`src/rtl/fdt_pkg.sv`:
```
`default_nettype none

package fdt_pkg;

  // One input beat: raw float32, mode select and digit count
  typedef struct packed {
    logic [31:0] value_bits;
    logic        operation;
    logic [3:0]  digit_count;
  } in_item_t;

  // One output beat: one ASCII character and the end-of-text flag
  typedef struct packed {
    logic [6:0] character;
    logic       last;
  } out_item_t;

  localparam int unsigned Digits       = 19;  // decimal digits of 2^63-1
  localparam int unsigned DivSteps     = 7;   // 56-bit dividend, one byte per step
  localparam int unsigned BcdSteps     = 21;  // 63 bits, three per step
  localparam int unsigned IntDigitScan = 12;
  localparam int unsigned SigLimit     = 9;

  localparam logic [7:0] ExpOne  = 8'd127;   // biased exponent of 1.0
  localparam logic [7:0] ExpHalf = 8'd126;   // biased exponent of 0.5
  localparam logic [7:0] ExpInt  = 8'd150;   // exponent where the ulp is 1

  localparam logic [6:0] CharZero  = 7'h30;
  localparam logic [6:0] CharMinus = 7'h2D;
  localparam logic [6:0] CharDot   = 7'h2E;

  typedef enum logic [2:0] {
    EMIT_NONE,
    EMIT_SIGN,
    EMIT_WHOLE,
    EMIT_DOT,
    EMIT_FRAC,
    EMIT_SPEC
  } emit_e;

  typedef enum logic [2:0] {
    IDX_HOLD,
    IDX_ZERO,
    IDX_UP,
    IDX_DOWN,
    IDX_HI,
    IDX_DECM1
  } idx_op_e;

  // Controller to datapath
  typedef struct packed {
    logic    load;
    logic    div_load;
    logic    div_step;
    logic    div_round;
    logic    dec_set;
    logic    mul;
    logic    prnd;
    logic    add;
    logic    conv;
    logic    bcd_step;
    logic    scan;
    idx_op_e idx_op;
    emit_e   emit;
  } cmd_t;

  // Datapath to controller
  typedef struct packed {
    logic special;
    logic neg;
    logic gen_ge1;
    logic scan_ge1;
    logic idig_full;
    logic idx_at_dec;
    logic idx_at_lo;
    logic spec_end;
    logic show_dot;
    logic out_free;
  } status_t;

  // Exact float32 powers of ten, 10^0 .. 10^9
  function automatic logic [31:0] pow10_bits(input logic [3:0] d);
    logic [31:0] r;
    unique case (d)
      4'd0:    r = 32'h3F80_0000;
      4'd1:    r = 32'h4120_0000;
      4'd2:    r = 32'h42C8_0000;
      4'd3:    r = 32'h447A_0000;
      4'd4:    r = 32'h461C_4000;
      4'd5:    r = 32'h47C3_5000;
      4'd6:    r = 32'h4974_2400;
      4'd7:    r = 32'h4B18_9680;
      4'd8:    r = 32'h4CBE_BC20;
      4'd9:    r = 32'h4E6E_6B28;
      default: r = 32'h3F80_0000;
    endcase
    return r;
  endfunction

  // Text of "nan" or "inf" by position
  function automatic logic [6:0] spec_char(input logic is_nan, input logic [1:0] pos);
    logic [6:0] c;
    unique case (pos)
      2'd0:    c = is_nan ? 7'h6E : 7'h69;
      2'd1:    c = is_nan ? 7'h61 : 7'h6E;
      2'd2:    c = is_nan ? 7'h6E : 7'h66;
      default: c = 7'h3F;
    endcase
    return c;
  endfunction

endpackage

`default_nettype wire

```
`src/rtl/float_to_decimal_text.sv`:
```
// float_to_decimal_text: formats one float32 as ASCII decimal text.
// Input channel in_valid_i/in_ready_o carries value bits, mode (fixed or
// general) and a digit count. Output channel out_valid_o/out_ready_i carries
// one character per beat, with last set on the final character of a number.
// NaN and infinities give "nan", "inf" and "-inf".
// One item is worked at a time; in_ready_o is high only while idle. The last
// character may still wait in the output register while the next item is
// taken.
// Each item is checked, scaled, converted by double dabble and scanned, then
// gives N characters (1 to 21); NaN and infinities go straight to their
// characters. General mode with a value of 1.0 or more first divides by ten
// (up to 12 float divisions), each of 7 byte steps of a radix-16 divider;
// the binary to decimal conversion runs 21 double-dabble steps of 3 bits.
// A stalled receiver holds the current character; the block waits with it.
// Reset empties the output register and returns the controller to idle.
`default_nettype none

module float_to_decimal_text #(
  parameter int unsigned MAX_DECIMALS = 9
) (
  input  wire                 clk_i,
  input  wire                 rst_ni,
  input  wire                 in_valid_i,
  output logic                in_ready_o,
  input  fdt_pkg::in_item_t   in_data_i,
  output logic                out_valid_o,
  input  wire                 out_ready_i,
  output fdt_pkg::out_item_t  out_data_o
);

  fdt_pkg::cmd_t    cmd;
  fdt_pkg::status_t status;

  fdt_ctrl u_ctrl (
    .clk_i      (clk_i),
    .rst_ni     (rst_ni),
    .in_valid_i (in_valid_i),
    .in_ready_o (in_ready_o),
    .status_i   (status),
    .cmd_o      (cmd)
  );

  fdt_datapath #(
    .MAX_DECIMALS (MAX_DECIMALS)
  ) u_datapath (
    .clk_i       (clk_i),
    .rst_ni      (rst_ni),
    .cmd_i       (cmd),
    .in_data_i   (in_data_i),
    .status_o    (status),
    .out_valid_o (out_valid_o),
    .out_ready_i (out_ready_i),
    .out_data_o  (out_data_o)
  );

endmodule

`default_nettype wire

```
`src/rtl/fdt_datapath.sv`:
```
`default_nettype none

module fdt_datapath #(
  parameter int unsigned MAX_DECIMALS = 9
) (
  input  wire                 clk_i,
  input  wire                 rst_ni,
  input  fdt_pkg::cmd_t       cmd_i,
  input  fdt_pkg::in_item_t   in_data_i,
  output fdt_pkg::status_t    status_o,
  output logic                out_valid_o,
  input  wire                 out_ready_i,
  output fdt_pkg::out_item_t  out_data_o
);

  // Captured item
  logic [30:0] mag_q;
  logic        sign_q;
  logic        general_q;
  logic [3:0]  count_q;

  // Integer digit scan
  logic [30:0] scan_q, scan_d;
  logic [3:0]  idig_q;
  logic [55:0] div_sh_q;
  logic [3:0]  rem_q, rem_d;
  logic [55:0] quo_q;
  logic [7:0]  qbyte;

  // Scaling
  logic [3:0]  dec_q, dec_d;
  logic [31:0] p10_bits;
  logic [47:0] prod_q;
  logic [8:0]  pexp_q;
  logic        mtiny_q;
  logic [23:0] pm_q, pm_d;
  logic [7:0]  pe_q, pe_d;
  logic        sat_q, sat_d, tiny_q, tiny_d;
  logic [23:0] rm_q, rm_d;
  logic [7:0]  re_q, re_d;
  logic [62:0] scaled;

  // Decimal conversion and emission
  logic [62:0]      bin_q, bin_d;
  logic [18:0][3:0] bcd_q, bcd_d;
  logic [4:0]       idx_q, idx_d;
  logic [4:0]       hi;
  logic [3:0]       lo_q, lo_d;
  logic             lo_found;
  logic             show_dot_q, show_dot_d;
  logic             out_valid_q;
  fdt_pkg::out_item_t out_q, out_d;

  logic is_nan;
  logic at_dec, at_lo, at_spec_end;

  // Radix-16 long division by ten, two nibbles per step
  always_comb begin
    logic [3:0]  r;
    logic [7:0]  t;
    logic [15:0] m;
    logic [3:0]  qd;
    r = rem_q;
    qbyte = '0;
    for (int j = 0; j < 2; j++) begin
      t = {r, div_sh_q[55 - 4*j -: 4]};
      m = 16'(t) * 16'd205;           // t/10 for t < 160
      qd = m[14:11];
      r = 4'(t - 8'(qd) * 8'd10);
      qbyte[7 - 4*j -: 4] = qd;
    end
    rem_d = r;
  end

  // Normalize and round the quotient to a float32
  always_comb begin
    logic [23:0] mant;
    logic        g, st, up;
    logic [7:0]  e;
    logic [24:0] m25;
    if (quo_q[52]) begin
      mant = quo_q[52:29];
      g    = quo_q[28];
      st   = (|quo_q[27:0]) | (rem_q != 4'd0);
      e    = scan_q[30:23] - 8'd3;
    end else begin
      mant = quo_q[51:28];
      g    = quo_q[27];
      st   = (|quo_q[26:0]) | (rem_q != 4'd0);
      e    = scan_q[30:23] - 8'd4;
    end
    up  = g & (st | mant[0]);
    m25 = {1'b0, mant} + 25'(up);
    if (m25[24]) begin
      scan_d = {e + 8'd1, 23'd0};
    end else begin
      scan_d = {e, m25[22:0]};
    end
  end

  // Decimal count from mode, digit count and integer digits
  always_comb begin
    logic [3:0] sig, idig_eff, raw;
    if (count_q == 4'd0) begin
      sig = 4'd1;
    end else if (count_q > 4'(fdt_pkg::SigLimit)) begin
      sig = 4'(fdt_pkg::SigLimit);
    end else begin
      sig = count_q;
    end
    idig_eff = (mag_q[30:23] >= fdt_pkg::ExpOne) ? idig_q : 4'd1;
    if (general_q) begin
      raw = (sig > idig_eff) ? sig - idig_eff : 4'd0;
    end else begin
      raw = count_q;
    end
    dec_d = (raw > 4'(MAX_DECIMALS)) ? 4'(MAX_DECIMALS) : raw;
  end

  assign p10_bits = fdt_pkg::pow10_bits(dec_q);

  // Round the product, flag saturation and negligible values
  always_comb begin
    logic [23:0] mant;
    logic        g, st, up;
    logic [1:0]  eadj;
    logic [24:0] m25;
    logic [9:0]  e10;
    if (prod_q[47]) begin
      mant = prod_q[47:24];
      g    = prod_q[23];
      st   = |prod_q[22:0];
      eadj = 2'd1;
    end else begin
      mant = prod_q[46:23];
      g    = prod_q[22];
      st   = |prod_q[21:0];
      eadj = 2'd0;
    end
    up  = g & (st | mant[0]);
    m25 = {1'b0, mant} + 25'(up);
    if (m25[24]) begin
      pm_d = 24'h80_0000;
      eadj = eadj + 2'd1;
    end else begin
      pm_d = m25[23:0];
    end
    e10    = 10'(pexp_q) + 10'(eadj);
    sat_d  = !mtiny_q && (e10 >= 10'd317);       // 2^63 or more
    tiny_d = mtiny_q || (e10 < 10'd128);         // below the normal range
    pe_d   = 8'(e10 - 10'd127);
  end

  // Float32 add of 0.5
  always_comb begin
    logic [23:0] big, lesser, mant;
    logic [7:0]  eb, d, e;
    logic [26:0] lesser27, sh, lost;
    logic        stk, g, rs, up;
    logic [27:0] sum;
    logic [26:0] s;
    logic [24:0] m25;
    if (pe_q >= fdt_pkg::ExpHalf) begin
      big    = pm_q;
      eb     = pe_q;
      lesser = 24'h80_0000;
      d      = pe_q - fdt_pkg::ExpHalf;
    end else begin
      big    = 24'h80_0000;
      eb     = fdt_pkg::ExpHalf;
      lesser = pm_q;
      d      = fdt_pkg::ExpHalf - pe_q;
    end
    lesser27 = {lesser, 3'b000};
    if (d >= 8'd27) begin
      sh   = '0;
      lost = lesser27;
      stk  = 1'b1;
    end else begin
      sh   = lesser27 >> d[4:0];
      lost = lesser27 & ((27'd1 << d[4:0]) - 27'd1);
      stk  = |lost;
    end
    sum = {1'b0, big, 3'b000} + {1'b0, sh[26:1], sh[0] | stk};
    if (sum[27]) begin
      s = {sum[27:2], sum[1] | sum[0]};
      e = eb + 8'd1;
    end else begin
      s = sum[26:0];
      e = eb;
    end
    mant = s[26:3];
    g    = s[2];
    rs   = s[1] | s[0];
    up   = g & (rs | mant[0]);
    m25  = {1'b0, mant} + 25'(up);
    if (m25[24]) begin
      rm_d = 24'h80_0000;
      re_d = e + 8'd1;
    end else begin
      rm_d = m25[23:0];
      re_d = e;
    end
  end

  // Truncate the sum to an integer, saturating at 2^63-1
  always_comb begin
    logic [7:0] sr;
    sr = '0;
    if (sat_q) begin
      scaled = 63'h7FFF_FFFF_FFFF_FFFF;
    end else if (tiny_q) begin
      scaled = '0;
    end else if (re_q >= fdt_pkg::ExpInt) begin
      sr     = re_q - fdt_pkg::ExpInt;
      scaled = 63'(rm_q) << sr[5:0];
    end else begin
      sr = fdt_pkg::ExpInt - re_q;
      if (sr >= 8'd24) begin
        scaled = '0;
      end else begin
        scaled = 63'(rm_q >> sr[4:0]);
      end
    end
  end

  // Double dabble, three bits per step
  always_comb begin
    logic [18:0][3:0] b;
    logic [62:0]      n;
    b = bcd_q;
    n = bin_q;
    for (int k = 0; k < 3; k++) begin
      for (int i = 0; i < fdt_pkg::Digits; i++) begin
        if (b[i] >= 4'd5) begin
          b[i] = b[i] + 4'd3;
        end
      end
      b = {b[18][2:0], b[17:0], n[62]};
      n = {n[61:0], 1'b0};
    end
    bcd_d = b;
    bin_d = n;
  end

  // Leading whole digit and last fraction digit: the trailing nonzero one in general mode, the lowest in fixed mode
  always_comb begin
    hi       = 5'(dec_q);
    lo_d     = '0;
    lo_found = 1'b0;
    for (int i = 0; i < fdt_pkg::Digits; i++) begin
      if (5'(i) >= 5'(dec_q) && bcd_q[i] != 4'd0) begin
        hi = 5'(i);
      end
    end
    for (int i = fdt_pkg::Digits - 1; i >= 0; i--) begin
      if (5'(i) < 5'(dec_q) && bcd_q[i] != 4'd0) begin
        lo_d     = 4'(i);
        lo_found = 1'b1;
      end
    end
    if (!general_q) begin
      lo_d = '0;
    end
    show_dot_d = (dec_q != 4'd0) && (!general_q || lo_found);
  end

  // Character pointer
  always_comb begin
    unique case (cmd_i.idx_op)
      fdt_pkg::IDX_HOLD:  idx_d = idx_q;
      fdt_pkg::IDX_ZERO:  idx_d = '0;
      fdt_pkg::IDX_UP:    idx_d = idx_q + 5'd1;
      fdt_pkg::IDX_DOWN:  idx_d = idx_q - 5'd1;
      fdt_pkg::IDX_HI:    idx_d = hi;
      fdt_pkg::IDX_DECM1: idx_d = 5'(dec_q) - 5'd1;
      default:            idx_d = idx_q;
    endcase
  end

  assign is_nan      = mag_q[22:0] != 23'd0;
  assign at_dec      = idx_q == 5'(dec_q);
  assign at_lo       = idx_q == 5'(lo_q);
  assign at_spec_end = idx_q == 5'd2;

  // Character for the current beat
  always_comb begin
    out_d = '0;
    unique case (cmd_i.emit)
      fdt_pkg::EMIT_NONE: out_d = '0;
      fdt_pkg::EMIT_SIGN: out_d = '{character: fdt_pkg::CharMinus, last: 1'b0};
      fdt_pkg::EMIT_WHOLE: begin
        out_d.character = fdt_pkg::CharZero | 7'(bcd_q[idx_q]);
        out_d.last      = at_dec && !show_dot_q;
      end
      fdt_pkg::EMIT_DOT: out_d = '{character: fdt_pkg::CharDot, last: 1'b0};
      fdt_pkg::EMIT_FRAC: begin
        out_d.character = fdt_pkg::CharZero | 7'(bcd_q[idx_q]);
        out_d.last      = at_lo;
      end
      fdt_pkg::EMIT_SPEC: begin
        out_d.character = fdt_pkg::spec_char(is_nan, idx_q[1:0]);
        out_d.last      = at_spec_end;
      end
      default: out_d = '0;
    endcase
  end

  // Control registers
  always_ff @(posedge clk_i or negedge rst_ni) begin
    if (!rst_ni) begin
      out_valid_q <= 1'b0;
      idx_q       <= '0;
      idig_q      <= '0;
    end else begin
      idx_q <= idx_d;
      if (cmd_i.emit != fdt_pkg::EMIT_NONE) begin
        out_valid_q <= 1'b1;
      end else if (out_ready_i) begin
        out_valid_q <= 1'b0;
      end
      if (cmd_i.load) begin
        idig_q <= '0;
      end else if (cmd_i.div_round) begin
        idig_q <= idig_q + 4'd1;
      end
    end
  end

  // Datapath registers
  always_ff @(posedge clk_i) begin
    if (cmd_i.load) begin
      mag_q     <= in_data_i.value_bits[30:0];
      sign_q    <= in_data_i.value_bits[31];
      general_q <= in_data_i.operation;
      count_q   <= in_data_i.digit_count;
      scan_q    <= in_data_i.value_bits[30:0];
    end else if (cmd_i.div_round) begin
      scan_q <= scan_d;
    end
    if (cmd_i.div_load) begin
      div_sh_q <= {1'b1, scan_q[22:0], 32'd0};
      rem_q    <= '0;
      quo_q    <= '0;
    end else if (cmd_i.div_step) begin
      div_sh_q <= {div_sh_q[47:0], 8'd0};
      rem_q    <= rem_d;
      quo_q    <= {quo_q[47:0], qbyte};
    end
    if (cmd_i.dec_set) begin
      dec_q <= dec_d;
    end
    if (cmd_i.mul) begin
      prod_q  <= 48'({1'b1, mag_q[22:0]}) * 48'({1'b1, p10_bits[22:0]});
      pexp_q  <= 9'(mag_q[30:23]) + 9'(p10_bits[30:23]);
      mtiny_q <= mag_q[30:23] == 8'd0;
    end
    if (cmd_i.prnd) begin
      pm_q   <= pm_d;
      pe_q   <= pe_d;
      sat_q  <= sat_d;
      tiny_q <= tiny_d;
    end
    if (cmd_i.add) begin
      rm_q <= rm_d;
      re_q <= re_d;
    end
    if (cmd_i.conv) begin
      bin_q <= scaled;
      bcd_q <= '0;
    end else if (cmd_i.bcd_step) begin
      bin_q <= bin_d;
      bcd_q <= bcd_d;
    end
    if (cmd_i.scan) begin
      lo_q       <= lo_d;
      show_dot_q <= show_dot_d;
    end
    if (cmd_i.emit != fdt_pkg::EMIT_NONE) begin
      out_q <= out_d;
    end
  end

  // Status back to the controller
  assign status_o.special    = mag_q[30:23] == 8'hFF;
  assign status_o.neg        = sign_q && (mag_q != 31'd0)
                               && !(mag_q[30:23] == 8'hFF && is_nan);
  assign status_o.gen_ge1    = general_q && (mag_q[30:23] >= fdt_pkg::ExpOne);
  assign status_o.scan_ge1   = scan_q[30:23] >= fdt_pkg::ExpOne;
  assign status_o.idig_full  = idig_q == 4'(fdt_pkg::IntDigitScan);
  assign status_o.idx_at_dec = at_dec;
  assign status_o.idx_at_lo  = at_lo;
  assign status_o.spec_end   = at_spec_end;
  assign status_o.show_dot   = show_dot_q;
  assign status_o.out_free   = !out_valid_q || out_ready_i;

  assign out_valid_o = out_valid_q;
  assign out_data_o  = out_q;

  a_emit_free: assert property (@(posedge clk_i) disable iff (!rst_ni)
    (cmd_i.emit != fdt_pkg::EMIT_NONE) |-> (!out_valid_q || out_ready_i))
    else $error("character written over a pending beat");

  a_dot_shown: assert property (@(posedge clk_i) disable iff (!rst_ni)
    (cmd_i.emit == fdt_pkg::EMIT_DOT) |-> show_dot_q)
    else $error("point emitted with no fraction to follow");

  a_whole_range: assert property (@(posedge clk_i) disable iff (!rst_ni)
    (cmd_i.emit == fdt_pkg::EMIT_WHOLE) |-> (idx_q >= 5'(dec_q) && idx_q < 5'd19))
    else $error("whole digit pointer out of range");

endmodule

`default_nettype wire

```
`src/rtl/fdt_ctrl.sv`:
```
`default_nettype none

module fdt_ctrl (
  input  wire               clk_i,
  input  wire               rst_ni,
  input  wire               in_valid_i,
  output logic              in_ready_o,
  input  fdt_pkg::status_t  status_i,
  output fdt_pkg::cmd_t     cmd_o
);

  typedef enum logic [4:0] {
    S_IDLE,
    S_CHECK,
    S_DIV_CHK,
    S_DIV,
    S_DIV_RND,
    S_DEC,
    S_MUL,
    S_PRND,
    S_ADD,
    S_CONV,
    S_BCD,
    S_SCAN,
    S_SIGN,
    S_SPEC,
    S_WHOLE,
    S_DOT,
    S_FRAC
  } state_e;

  state_e     state_q, state_d;
  logic [4:0] cnt_q, cnt_d;

  assign in_ready_o = state_q == S_IDLE;

  // Next state and commands
  always_comb begin
    state_d = state_q;
    cnt_d   = cnt_q;
    cmd_o   = '0;
    cmd_o.idx_op = fdt_pkg::IDX_HOLD;
    cmd_o.emit   = fdt_pkg::EMIT_NONE;
    unique case (state_q)
      S_IDLE: begin
        if (in_valid_i) begin
          cmd_o.load = 1'b1;
          state_d    = S_CHECK;
        end
      end
      S_CHECK: begin
        if (status_i.special) begin
          cmd_o.idx_op = fdt_pkg::IDX_ZERO;
          state_d      = status_i.neg ? S_SIGN : S_SPEC;
        end else if (status_i.gen_ge1) begin
          state_d = S_DIV_CHK;
        end else begin
          state_d = S_DEC;
        end
      end
      S_DIV_CHK: begin
        if (status_i.scan_ge1 && !status_i.idig_full) begin
          cmd_o.div_load = 1'b1;
          cnt_d          = '0;
          state_d        = S_DIV;
        end else begin
          state_d = S_DEC;
        end
      end
      S_DIV: begin
        cmd_o.div_step = 1'b1;
        cnt_d          = cnt_q + 5'd1;
        if (cnt_q == 5'(fdt_pkg::DivSteps - 1)) begin
          state_d = S_DIV_RND;
        end
      end
      S_DIV_RND: begin
        cmd_o.div_round = 1'b1;
        state_d         = S_DIV_CHK;
      end
      S_DEC: begin
        cmd_o.dec_set = 1'b1;
        state_d       = S_MUL;
      end
      S_MUL: begin
        cmd_o.mul = 1'b1;
        state_d   = S_PRND;
      end
      S_PRND: begin
        cmd_o.prnd = 1'b1;
        state_d    = S_ADD;
      end
      S_ADD: begin
        cmd_o.add = 1'b1;
        state_d   = S_CONV;
      end
      S_CONV: begin
        cmd_o.conv = 1'b1;
        cnt_d      = '0;
        state_d    = S_BCD;
      end
      S_BCD: begin
        cmd_o.bcd_step = 1'b1;
        cnt_d          = cnt_q + 5'd1;
        if (cnt_q == 5'(fdt_pkg::BcdSteps - 1)) begin
          state_d = S_SCAN;
        end
      end
      S_SCAN: begin
        cmd_o.scan   = 1'b1;
        cmd_o.idx_op = fdt_pkg::IDX_HI;
        state_d      = status_i.neg ? S_SIGN : S_WHOLE;
      end
      S_SIGN: begin
        if (status_i.out_free) begin
          cmd_o.emit = fdt_pkg::EMIT_SIGN;
          state_d    = status_i.special ? S_SPEC : S_WHOLE;
        end
      end
      S_SPEC: begin
        if (status_i.out_free) begin
          cmd_o.emit = fdt_pkg::EMIT_SPEC;
          if (status_i.spec_end) begin
            state_d = S_IDLE;
          end else begin
            cmd_o.idx_op = fdt_pkg::IDX_UP;
          end
        end
      end
      S_WHOLE: begin
        if (status_i.out_free) begin
          cmd_o.emit = fdt_pkg::EMIT_WHOLE;
          if (status_i.idx_at_dec) begin
            state_d = status_i.show_dot ? S_DOT : S_IDLE;
          end else begin
            cmd_o.idx_op = fdt_pkg::IDX_DOWN;
          end
        end
      end
      S_DOT: begin
        if (status_i.out_free) begin
          cmd_o.emit   = fdt_pkg::EMIT_DOT;
          cmd_o.idx_op = fdt_pkg::IDX_DECM1;
          state_d      = S_FRAC;
        end
      end
      S_FRAC: begin
        if (status_i.out_free) begin
          cmd_o.emit = fdt_pkg::EMIT_FRAC;
          if (status_i.idx_at_lo) begin
            state_d = S_IDLE;
          end else begin
            cmd_o.idx_op = fdt_pkg::IDX_DOWN;
          end
        end
      end
      default: state_d = S_IDLE;
    endcase
  end

  // State and step counter
  always_ff @(posedge clk_i or negedge rst_ni) begin
    if (!rst_ni) begin
      state_q <= S_IDLE;
      cnt_q   <= '0;
    end else begin
      state_q <= state_d;
      cnt_q   <= cnt_d;
    end
  end

  a_busy_after_load: assert property (@(posedge clk_i) disable iff (!rst_ni)
    (in_valid_i && in_ready_o) |=> !in_ready_o)
    else $error("second beat taken while an item is in flight");

endmodule

`default_nettype wire

```
`config.mk`:
```
export PLATFORM = sky130hd
export DESIGN_NAME = float_to_decimal_text
export DESIGN_NICKNAME = d
export VERILOG_FILES = /design/src/rtl/fdt_pkg.sv /design/src/rtl/float_to_decimal_text.sv /design/src/rtl/fdt_datapath.sv /design/src/rtl/fdt_ctrl.sv
export SDC_FILE = /design/constraint.sdc
export NUM_CORES = 2
export LEC_CHECK = 0
export ABC_AREA = 1
export BUFFER_PORTS_ARGS = -buffer_cell sky130_fd_sc_hd__buf_2
export CORE_UTILIZATION = 50
export DETAILED_ROUTE_END_ITERATION = 8
export MAX_ROUTING_LAYER = met4
export PLACE_DENSITY = 0.75
export SLEW_MARGIN = 25
export SYNTH_ARGS = -nofsm -noshare
export SYNTH_HDL_FRONTEND = slang
export SYNTH_SLANG_ARGS = --single-unit
```
`constraint.sdc`:
```
create_clock -name clk_i -period 15.2 [get_ports clk_i]
set_input_delay 0.76 -clock clk_i [delete_from_list [all_inputs] [get_ports clk_i]]
set_output_delay 0.76 -clock clk_i [all_outputs]
set_load 0.005 [all_outputs]
```
======== Word-level counts from Yosys, hierarchy flattened ========
Memories as Yosys holds them, arrays and structs flattened. A register that Yosys moved wholly into a read port is not among the register bits.
Index checks and enable logic that the tools add are counted.
storage, ports and cells
  register bits after elaboration ......... 449
  bits in latches ......................... 0
  bits in writable memories ............... 0
  memory bits (read-only) ................. 416
  bits of input ports ..................... 41
  memories ................................ 1
cells by class
  add/sub/neg operators ................... 83
  multipliers ............................. 5
  div/mod/pow operators ................... 0
  magnitude comparators ................... 105
  equality and inequality tests ........... 47
  shift-type cells ........................ 4
  multiplexer cells ....................... 204
  bitwise gates (word level) .............. 13
  reduce and logical (&&, ||, !) cells .... 99
memories
  memory           words  width  read ports  clocked after Yosys merged registers in  write ports  RTL line       source
  (no name shown)  16     26     1           1                                        0            fdt_pkg.sv:84  unique case (d)
operators with widths
  kind                                                                    number
  63-bit 2-to-1 mux                                                       6
  4-bit 2-to-1 mux                                                        90
  4-bit by 3-bit >= comparator with 1-bit output (second input constant)  57
  4-bit by 2-bit adder with 4-bit output (second input constant)          54
  55-bit 2-to-1 mux                                                       2
  24-bit 2-to-1 mux                                                       4
  31-bit 2-to-1 mux                                                       3
  5-bit one-hot mux with 17 select lines                                  1
  4-bit nonzero test                                                      21
  5-bit 2-to-1 mux                                                        16
  24-bit by 1-bit adder with 25-bit output                                3
  24-bit by 6-bit left shift with 63-bit output                           1
  24-bit by 5-bit >> shifter with 63-bit output                           1
  27-bit 2-to-1 mux                                                       2
  27-bit OR reduction                                                     2
  24-bit by 24-bit multiplier with 48-bit output                          1
  1-bit logical AND                                                       44
  1-bit 2-to-1 mux                                                        43
  5-bit by 4-bit equality test with 1-bit output (second input constant)  8
  8-bit 2-to-1 mux                                                        5
  8-bit one-hot mux with 5 select lines                                   1
  31-bit nonzero test                                                     1
  8-bit by 8-bit multiplier with 15-bit output (second input constant)    2
  3-bit 2-to-1 mux                                                        10
  other kinds (84)                                                        182

======== Longest topological paths before layout ========
  word-level depth ........................ 22
  depth in mapped cells ................... 47

======== Hierarchy ========
Synthesis repeated with hierarchy kept, for this count alone.
second synthesis, totals
  cell total of the unflattened synthesis .. 7118
  area total of the unflattened synthesis .. 53463.8 um^2
by module, submodules not included
  module        times used  cells an instance  area each (um^2)
  fdt_datapath  1           6940               52325.2
  fdt_ctrl      1           178                1138.6

======== Worst setup path before layout ========
No wires, ideal clock.
  path kind ............................... reg2reg
  start ................................... register u_datapath.div_sh_q[54]
  end ..................................... register u_datapath.rem_q[3]
  arrival ................................. 8090 ps
  required time ........................... 15089 ps
  setup slack ............................. 7000 ps
  cell stages (with the launch flop) ...... 38
  buffers on the path ..................... 0
  period minus slack after synthesis ...... 8200 ps
  cell sequence ........................... edfxtp_1 -> ha_1 -> fa_1 -> fa_1 -> inv_1 -> fa_1 -> inv_1 -> ha_1 -> a21oi_1 -> o21ai_0 -> or2_2 -> nand2_1 -> inv_1 -> ha_1 -> fa_1 -> inv_1 -> ha_1 -> inv_1 -> [2 not listed] -> fa_1 -> inv_1 -> fa_1 -> inv_1 -> ha_1 -> a21oi_1 -> o21ai_0 -> or2_2 -> nand2_1 -> inv_1 -> ha_1 -> fa_1 -> xnor2_1 -> xor2_1 -> a21oi_1 -> o21ai_0 -> nand3_1 -> inv_1
on the way
  word-level cells in the longest chain between the ends .. 6
RTL lines
  item                                          RTL line             source
  start: declaration                            fdt_datapath.sv:25   logic [55:0] div_sh_q;
  start signal: assignment                      fdt_datapath.sv:342  div_sh_q <= {1'b1, scan_q[22:0], 32'd0};
  start signal: assignment                      fdt_datapath.sv:346  div_sh_q <= {div_sh_q[47:0], 8'd0};
  8-bit by 8-bit multiplier with 15-bit output  fdt_datapath.sv:67   m = 16'(t) * 16'd205;
  via u_datapath.qbyte[4]                       fdt_datapath.sv:28   logic [7:0] qbyte;
  4-bit by 3-bit multiplier with 3-bit output   fdt_datapath.sv:69   r = 4'(t - 8'(qd) * 8'd10);
  4-bit subtractor                              fdt_datapath.sv:69
  8-bit by 8-bit multiplier with 15-bit output  fdt_datapath.sv:67
  via u_datapath.qbyte[0]                       fdt_datapath.sv:28
  4-bit by 3-bit multiplier with 3-bit output   fdt_datapath.sv:69
  4-bit subtractor                              fdt_datapath.sv:69
  end signal: assignment                        fdt_datapath.sv:347  rem_q <= rem_d;
  end: declaration                              fdt_datapath.sv:26   logic [3:0] rem_q, rem_d;
The timed path passes the listed nets, and every way through them passes these cells.
A chain may end at the register's enable or synchronous reset.

======== Final worst setup path ========
  start ................................... register u_datapath.pe_q[0]
  end ..................................... register u_datapath.re_q[2], data pin
on the way
  word-level cells in the longest chain between the ends .. 16
RTL lines
  item                                                                 RTL line             source
  start: declaration                                                   fdt_datapath.sv:37   logic [7:0] pe_q, pe_d;
  start signal: assignment                                             fdt_datapath.sv:360  pe_q <= pe_d;
  7-bit by 8-bit subtractor with 8-bit output (tied with other cells)  fdt_datapath.sv:172  d = fdt_pkg::ExpHalf - pe_q;
  8-bit 2-to-1 mux                                                     fdt_datapath.sv:163  if (pe_q >= fdt_pkg::ExpHalf) begin
  1-bit by 5-bit left shift with 27-bit output                         fdt_datapath.sv:181  lost = lesser27 & ((27'd1 << d[4:0]) - 27'd1);
  27-bit by 1-bit subtractor with 27-bit output                        fdt_datapath.sv:181
  27-bit bitwise AND                                                   fdt_datapath.sv:181
  27-bit OR reduction                                                  fdt_datapath.sv:182  stk = |lost;
  1-bit 2-to-1 mux                                                     fdt_datapath.sv:175  if (d >= 8'd27) begin
  1-bit bitwise OR                                                     fdt_datapath.sv:184  sum = {1'b0, big, 3'b000} + {1'b0, sh[26:1], sh[0] | stk};
  27-bit by 27-bit adder with 28-bit output                            fdt_datapath.sv:184
  1-bit bitwise OR                                                     fdt_datapath.sv:186  s = {sum[27:2], sum[1] | sum[0]};
  27-bit 2-to-1 mux                                                    fdt_datapath.sv:185  if (sum[27]) begin
  1-bit bitwise OR                                                     fdt_datapath.sv:194  rs = s[1] | s[0];
  1-bit bitwise OR                                                     fdt_datapath.sv:195  up = g & (rs | mant[0]);
  1-bit bitwise AND                                                    fdt_datapath.sv:195
  24-bit by 1-bit adder with 25-bit output                             fdt_datapath.sv:196  m25 = {1'b0, mant} + 25'(up);
  8-bit 2-to-1 mux *                                                   fdt_datapath.sv:197  if (m25[24]) begin
  via u_datapath.re_d[2]                                               fdt_datapath.sv:40   logic [7:0] re_q, re_d;
  end signal: assignment                                               fdt_datapath.sv:366  re_q <= re_d;
  end: declaration                                                     fdt_datapath.sv:40
The timed path passes the listed nets; every way through them passes the cells marked *.

==> summary.md <==
| Metric | Value |
|---|---|
| Status | `finished clean` |
| Reg area | `12400 sq um` |
| Total CTS buffers | `53` |
| Fin crit share | `0.580` |
| I/O pin total | `51` |
| Final hold viol count | `0` |
| Port bufs | `50` |
| Synth area leader | `edfxtp_1` |
| Setup crit start kind | `flop` |
| Slew margin rel. | `0.293` |
| Mapped cell area | `between 50000 and 60000 sq um` |
| CP Capture Type | `flop` |
| Mux cell area share after synthesis | `0.00719` |
| CTS H-tree lvls | `2` |
| Antenna violations before repair | `0` |
| Compound-cell area share of the yosys netlist | `0.130` |
| Synth async-reset ratio | `0.0426` |
| Largest net degree at the start of global routing | `74` |
| Core Util, Final | `0.536` |
| Gr ovfl total | `0` |
| Fmax | `between 0.1 and 0.15 GHz` |
| Post-synth EDFFs | `slightly below 300` |
| Clock transition at path regs | `approximately 0.07 ns` |
| Post-DP HPWL | `~110000 microns` |
| Fillers | `between 9000 and 10000` |
| Share of layout cells above drive strength 1 | `0.0540` |
| TritonCTS clock tree | `built` |
| DRC | `0` |
| Critical path data arrival time | `9.15 ns` |
| Vias/cell | `between 5 and 6` |
| Setup Crit Path Kind | `reg2reg` |
| Vias in the first global route | `between 40000 and 50000` |
| Post-Synth XOR/XNOR Area | `0.0348` |
| Cts repair resizes | `0` |
| GRT Overall Usage | `0.268` |
| Syn_area_per_cell | `~7.5 sq um` |
| FF+latch count, synth | `approximately 470` |
| Top FF cell, synth | `edfxtp_1` |
| Yosys warns | `0` |
| DR iter-0 viols | `slightly above 4000` |
| Clock Tree Buf Depth | `3` |
| Area contributors post-synth | `edfxtp_1 (17%), fa_1 (15%), ha_1 (12%)` |
| Vias after detailed routing | `between 40000 and 50000` |
| Worst-Margin Slew | `1.06 ns` |
| RSZ-0062 raised after global routing | `false` |
| # setup viols final | `0` |
| CP dominant cell by count | `nand2_1` |
| Worst skew pair latency | `between 0.6 and 0.7 ns` |
| DRT Pass-1 Iters | `7` |
| Worst-path maximum fanout | `39` |
| Site row count | `around 120` |
| Final net count | `around 7900` |
| Dpl cells | `between 8000 and 9000` |
| Post-CTS Repair Setup Buffers | `0` |
| Min Tclk post-route | `a little under 9 ns` |
| Syn-to-layout area delta | `6.26%` |
| First-pass GRT wire length | `228000 microns` |
| Starting Density | `0.504` |
| Area share of fa/ha/maj cells after synthesis | `0.269` |
| Max-Cap Viols | `0` |
| CP max-delay cell | `clkinv_1` |
| Clock Skew | `0.0813 ns` |
| Die X-Extent | `between 300 and 400 microns` |
| Multi-input logic area | `34600 sq um` |
| Die height | `around 330 microns` |
| CTS root buf | `clkbuf_16` |
| Final Non-Filler Cells | `around 8400` |
| Worst path required time | `approximately 16 ns` |
| Final Wtd Congestion | `0.971` |
| Mapped Cells | `roughly 7000` |
| Sequential fraction of the synthesis area | `0.234` |
| Mapped Nets | `8032` |
| Main combinational cell family by area after synthesis | `adder cells` |
| Final antenna-violating net count | `0` |
| Simple-Gate Fraction of Synth Area | `0.209` |
| TritonCTS sink count | `roughly 470` |
| DIE AREA | `about 110000 sq um` |
| Max Slew Vio Count | `0` |
| Area of the core | `105000 sq um` |
| # hold bufs at CTS | `0` |
| TNS Setup | `0 ns` |
| Synth unique cells | `79` |
| Final wirelength | `~140000 microns` |
| Post-synth top area share | `0.165` |
| Type of the tightest min-delay check | `in2async` |
| Slowest cell delay on critical path | `between 0.7 and 0.8 ns` |
| Routed len/inst | `approximately 17 microns` |
| FF-to-FF path depth | `37` |
==> worst paths after layout <==
check,end,slack [ns],startpoint
max,u_datapath.re_q[2],6.38,u_datapath.pe_q[0]
min,u_datapath.idx_q[2],0.08,rst_ni
max reg2reg,u_datapath.re_q[2],6.38,u_datapath.pe_q[0]
min reg2reg,u_datapath.bcd_q[0],0.47,u_datapath.bin_q[60]
max in group asynchronous,u_datapath.idx_q[3],14.76,rst_ni
min in group clk_i,u_datapath.count_q[2],0.28,in_data_i[2]
==> final cells by class <==
class                           instances  area share
Clock buffer                           69      0.0261
Sequential cell                       469       0.220
Multi-Input combinational cell       5007       0.613
Inverter                             1371      0.0912
Tap cell                             1391      0.0308
Timing Repair Buffer                   97      0.0112
Antenna cell                            1   0.0000443
Clock inverter                         30     0.00754
==> kinds of logic (layout without fill, tap and decap cells) <==
family / Yosys count / after routing
AOI/OAI and AO/OA: 1226 / 1226
DFF: 469 / 469
other: 0 / 1
xor gates and xnor gates: 211 / 211
muxes: 38 / 38
and+or+nand+nor: 2628 / 2628
adders and majority gates: 904 / 904
buffers and inverters: 1611 / 1567
==> flip-flops by register name, indices dropped and copies added, names as in the netlist, 8 cells and up <==
name                   count
u_datapath.mag_q          31
u_datapath.scan_q         31
u_datapath.p10_bits       23
u_datapath.pexp_q          9
u_datapath.pm_q           24
u_datapath.prod_q         45
u_datapath.quo_q          53
u_datapath.rm_q           24
u_datapath.out_data_o      8
u_datapath.re_q            8
u_datapath.pe_q            8
u_datapath.bcd_q          76
u_datapath.bin_q          63
u_datapath.div_sh_q       24
==> per-layer routing <==
metal  vias to the layer above  share of wire  GRT usage
met5                         -              0          -
li1                      22500              -          -
met1                     21800           0.44      0.354
met3                       243          0.074     0.0343
met4                         0          0.025     0.0696
met2                      1612           0.47      0.433
==> critical path: cells and delay by family (launching register included) <==
| family | cells | cell delay, ns |
|---|---|---|
| AOI/OAI and AO/OA | 5 | 0.59 |
| adders and majority gates | 4 | 1.41 |
| buffers and inverters | 6 | 2.09 |
| DFF | 1 | 0.56 |
| and+or+nand+nor | 22 | 3.87 |
==> synthesized netlist by cell type (34+ instances only) <==
| cell type | count |
|---|---|
| inv_1 | 1349 |
| nand4_1 | 41 |
| clkbuf_1 | 194 |
| a21oi_1 | 384 |
| xor2_1 | 152 |
| nor2_1 | 508 |
| mux2i_1 | 37 |
| nand3_1 | 269 |
| a31oi_1 | 34 |
| nor3_1 | 59 |
| o22ai_1 | 78 |
| xnor2_1 | 59 |
| dfxtp_1 | 157 |
| or2_2 | 87 |
| fa_1 | 397 |
| o21ai_0 | 504 |
| edfxtp_1 | 292 |
| nand2_1 | 1545 |
| a22oi_1 | 49 |
| ha_1 | 507 |
==> layout by cell type, fill, tap and decap left out, types with 20 or more instances in the layout <==
cell type / count
o21ai_1: 23
or2_2: 87
edfxtp_1: 292
buf_4: 45
nand4_1: 41
ha_1: 507
a22oi_1: 49
mux2i_1: 37
nor4_1: 20
dfxtp_1: 156
nand2_1: 1544
fa_1: 397
a21oi_1: 384
xor2_1: 150
a31oi_1: 34
o22ai_1: 78
xnor2_1: 59
clkbuf_16: 55
nor3_1: 59
buf_2: 50
o211ai_1: 22
nand3_1: 269
dfrtp_1: 20
inv_1: 1349
o21ai_0: 504
nor2_1: 501
==> stage by stage <==
stage / hold slack (ns) / instance area, sq um / worst slack [ns]
after floorplan: 0.422 / 53100 / 7.00
after global placement: 0.446 / 54500 / 5.90
after detailed placement: 0.462 / 54500 / 5.78
after CTS: 0.0612 / 56400 / 5.71
after global routing: 0.0842 / 56400 / 5.55
final: 0.0813 / 56400 / 6.38
Power is left out: the tool's default activity adds up to more than one toggle a clock period on the data nets, which glitch-free logic cannot reach.
